<file path="src/sv/ilst_pkg.sv">
// Package for the indexed list store: transfer types, codes and cell control.
`timescale 1ns / 1ps
`default_nettype none
package ilst_pkg;

    typedef enum logic [2:0] {
        MODE_READ      = 3'd0,
        MODE_INS_FRONT = 3'd1,
        MODE_INS_BACK  = 3'd2,
        MODE_INS_AT    = 3'd3,
        MODE_DELETE    = 3'd4
    } ilst_mode_t;

    typedef enum logic [1:0] {
        ST_DONE  = 2'd0,
        ST_RANGE = 2'd1,
        ST_FULL  = 2'd2
    } ilst_status_t;

    localparam logic signed [31:0] READ_BAD_VALUE = -32'sd1;

    typedef struct packed {
        logic [2:0]         mode;
        logic signed [7:0]  position;
        logic signed [31:0] value;
    } ilst_in_t;

    typedef struct packed {
        logic signed [31:0] read_value;
        logic [1:0]         status;
        logic [6:0]         length;
    } ilst_out_t;

    // shift command broadcast to every cell
    typedef struct packed {
        logic               ins;
        logic               del;
        logic signed [31:0] value;
    } ilst_ctrl_t;

endpackage
`default_nettype wire

</file>
<file path="src/sv/ilst_cell.sv">
// One storage cell of the list chain: holds one entry, shifts with its neighbors.
`timescale 1ns / 1ps
`default_nettype none
module ilst_cell
    import ilst_pkg::*;
#(
    parameter int POS_W = 7,
    parameter int IDX   = 0
)
(
    input  wire logic               clk,
    input  wire ilst_ctrl_t         ctrl,
    input  wire logic [POS_W-1:0]   pos,
    input  wire logic signed [31:0] left_data,
    input  wire logic signed [31:0] right_data,
    output logic signed [31:0]      data,
    output logic signed [31:0]      rd_data
);

    localparam logic [POS_W-1:0] MY_IDX = POS_W'(IDX);

    logic signed [31:0] data_reg;
    logic signed [31:0] data_next;

    always_comb
    begin
        data_next = data_reg;
        if (ctrl.ins)
        begin
            if (MY_IDX == pos)
                data_next = ctrl.value;
            else if (MY_IDX > pos)
                data_next = left_data;
        end
        else if (ctrl.del)
        begin
            if (MY_IDX >= pos)
                data_next = right_data;
        end
    end

    always_ff @(posedge clk)
    begin
        data_reg <= data_next;
    end

    assign data    = data_reg;
    // gated for the OR-combine in the top level
    assign rd_data = (MY_IDX == pos) ? data_reg : '0;

endmodule
`default_nettype wire

</file>
<file path="config.mk">
export PLATFORM = sky130hd
export DESIGN_NAME = ilst_cell
export DESIGN_NICKNAME = d
export VERILOG_FILES = /design/src/sv/ilst_pkg.sv /design/src/sv/ilst_cell.sv
export SDC_FILE = /design/constraint.sdc
export NUM_CORES = 1
export LEC_CHECK = 0
export BUFFER_PORTS_ARGS = -buffer_cell sky130_fd_sc_hd__buf_2
export CORE_AREA = 2 2 77 79
export DETAILED_ROUTE_END_ITERATION = 12
export DIE_AREA = 0 0 79 81
export PLACE_DENSITY = 0.87
export SLEW_MARGIN = 20
export SYNTH_ARGS = -nofsm -noshare
export SYNTH_HDL_FRONTEND = slang
export SYNTH_SLANG_ARGS = --single-unit
export TNS_END_PERCENT = 100
</file>
<file path="constraint.sdc">
create_clock -name clk -period 6.63 [get_ports clk]
set_input_delay 1.326 -clock clk [delete_from_list [all_inputs] [get_ports clk]]
set_output_delay 1.326 -clock clk [all_outputs]
set_load 0.05 [all_outputs]
</file>
==> flow_metrics.tcl <==
set metrics [dict create \
    num_io_pins 170 \
    relSlewSlack_pct 35.1 \
    largest_reg_flops 32 \
    slew_violations 0 \
    coreArea_sq_mm 0.00568 \
    max_cap_viol_count 0 \
    power_leakage_nw 1.58 \
    antenna_found_initial 0 \
    antenna_left 0 \
    post-route-util_pct 54.4 \
    clk_path_buf_depth 2 \
    gp_congestion 0.770 \
    grt_pass1_vias 2097 \
    finalPower_uw 456 \
    synth_cell_type_count 23 \
    cts_hold_buf 0 \
    yosysWarnings 0 \
    max_freq_ghz 0.254 \
    worstSetupPathType "in2out" \
    core.rowCount 28 \
    h-tree-depth 2 \
    finalSetupViolCount 0 \
    cts_tree "yes" \
    power_density_mw_per_mm2 148 \
    track_usage_pct 19.3 \
    viasPerCell 5.21 \
    dp_hpwl_um 4680 \
    max-vdd-ir-drop_mv 0.0782 \
    grt_start_max_net_pins 66 \
    dp.cells 448 \
    seqPwrFrac_pct 49.6 \
    wl_per_cell_um 14.4 \
    hp-class "in2reg" \
    drt_first_pass_iters 4 \
    grt_pass1_wl_um 9780 \
    dpl_worst_slack_ns 2.72 \
    layoutNonFillerInstCount 456 \
    die_area_sq_mm 0.00640 \
    ys_ff_latch 32 \
    period_needed_ns 3.93 \
    syn_to_final_growth_pct 42.8 \
    combPwrFrac_pct 19.6 \
    clock_sinks 32 \
    overflow 0 \
    netlist_area_sq_mm 0.00216 \
    port_buffers 169 \
    cts.repair.resized 0 \
    remaining_drc_errors 0 \
    drive_gt1_share_pct 50.7 \
    p_clk_share_pct 30.8 \
    status "finished, final reports clean" \
    period_share_pct 59.3 \
    hold_viol 0 \
    numCtsBuffers 5 \
    die_w_um 79 \
    max_slew.worst_pin.slew_ns 0.972 \
    critical_path.max_fanout 64 \
    vias 2374 \
    rsz0062_at_grt "no" \
    worst_slack_ns 2.70 \
    worstPathRequired_ns 5.30 \
    antenna_cells 0 \
    avgSynthCellArea_sq_um 9.66 \
    startpoint_type "primary input" \
    start_util_pct 38.1 \
    syn_nets 330 \
    synthCells 224 \
    crit_path_end_kind "output pin" \
    routed_wl_um 6550 \
    setup_tns_ns 0 \
    intPower_uw 344 \
    cts.clk_slew.worst_paths_ns 0.06 \
    die_h_um 81 \
    ys_seq_area_share_pct 44.4 \
    arrival_ns 2.60 \
    cts_root_buf "clkbuf_8" \
    power_switching_share_pct 24.6 \
    cts_setup_buffers 0 \
    p_switching_uw 112 \
    first_iter_violations 84 \
    nets 486 \
]
[path summary, 6_finish.rpt]
check / depth (start not counted) / startpoint / slack, ns / end
setup / recovery: 5 / pos[3] / 2.70 / rd_data[10]
hold / removal: 2 / right_data[9] / 1.35 / data[9]
[placed cells by master, fill, tap and decap left out, types with 5 or more instances in the layout]
master	synthesis	layout
and3_1	32	32
nand2_1	28	28
a221o_1	18	18
a221o_2	10	10
buf_4	2	5
a21oi_1	29	29
clkbuf_8	0	5
edfxtp_1	32	32
and2_1	28	28
buf_2	2	169
[logic make-up after synthesis]
kind of cell           synth area share [%]
DFF                                    44.4
and+or+nand+nor                        26.4
AOI/OAI and AO/OA                      22.7
buffers and inverters                  6.53
[power by group through the flow]
stage	Clock (mW)	Sequential, mW	Combinational [mW]
2_1_floorplan	0	0.234	0.0456
3_3_place_gp	0	0.230	0.0862
3_5_place_dp	0	0.230	0.0895
4_1_cts	0.145	0.226	0.0898
5_1_grt	0.153	0.226	0.0992
6_report	0.140	0.226	0.0894
[cell type report]
| cell class | instances | area (sq um) |
|---|---|---|
| repair buffers | 174 | 883 |
| well taps | 75 | 93.8 |
| multi-input cells | 166 | 1070 |
| clock buffers | 7 | 76.3 |
| fillers | 539 | 2590 |
| clock inverters | 1 | 3.75 |
| flip-flops and latches | 32 | 961 |
| inverters | 1 | 3.75 |
[metal layers]
layer / vias to the layer above / track usage (%) / part of all wire [%]
met2: 100 / 35.8 / 52
met3: 10 / 4.11 / 6.6
met1: 1103 / 22.3 / 40
met5: - / 0 / 0
met4: 0 / 6.03 / 1.6
li1: 1161 / - / -
[critical path, cell delays in order]
cell	delay (ns)
buf_2	0.12
nor3_4	0.16
buf_4	0.49
and3_1	0.23
buf_2	0.26
[synth_stat cells]
| cell type | instances | share of area (%) |
|---|---|---|
| buf_2 | 2 | 0.46 |
| edfxtp_1 | 32 | 44 |
| nor4_4 | 1 | 0.98 |
| inv_1 | 1 | 0.17 |
| nor3_2 | 1 | 0.46 |
| a21oi_1 | 29 | 6.7 |
| nor2_4 | 1 | 0.52 |
| nand3_1 | 3 | 0.69 |
| and3_1 | 32 | 9.3 |
| buf_8 | 1 | 0.69 |
| nor2_1 | 4 | 0.69 |
| and2_1 | 28 | 8.1 |
| nand2_1 | 28 | 4.9 |
| or4_4 | 1 | 0.52 |
| a221o_1 | 18 | 8.3 |
| o21a_1 | 1 | 0.35 |
| or3_1 | 1 | 0.29 |
| a221o_2 | 10 | 5.2 |
| clkbuf_1 | 17 | 2.9 |
| buf_6 | 3 | 1.6 |
| o21ai_0 | 4 | 0.93 |
| a31oi_1 | 4 | 1.2 |
| buf_4 | 2 | 0.69 |
[per-stage QoR]
stage,hold WS [ns],instance area (sq um)
final,1.35,3090
after detailed placement,1.63,3010
after CTS,1.34,3090
after global placement,1.63,3010
after floorplan,1.54,2160
after global routing,1.35,3090
Power figures use the tool's default switching activity.
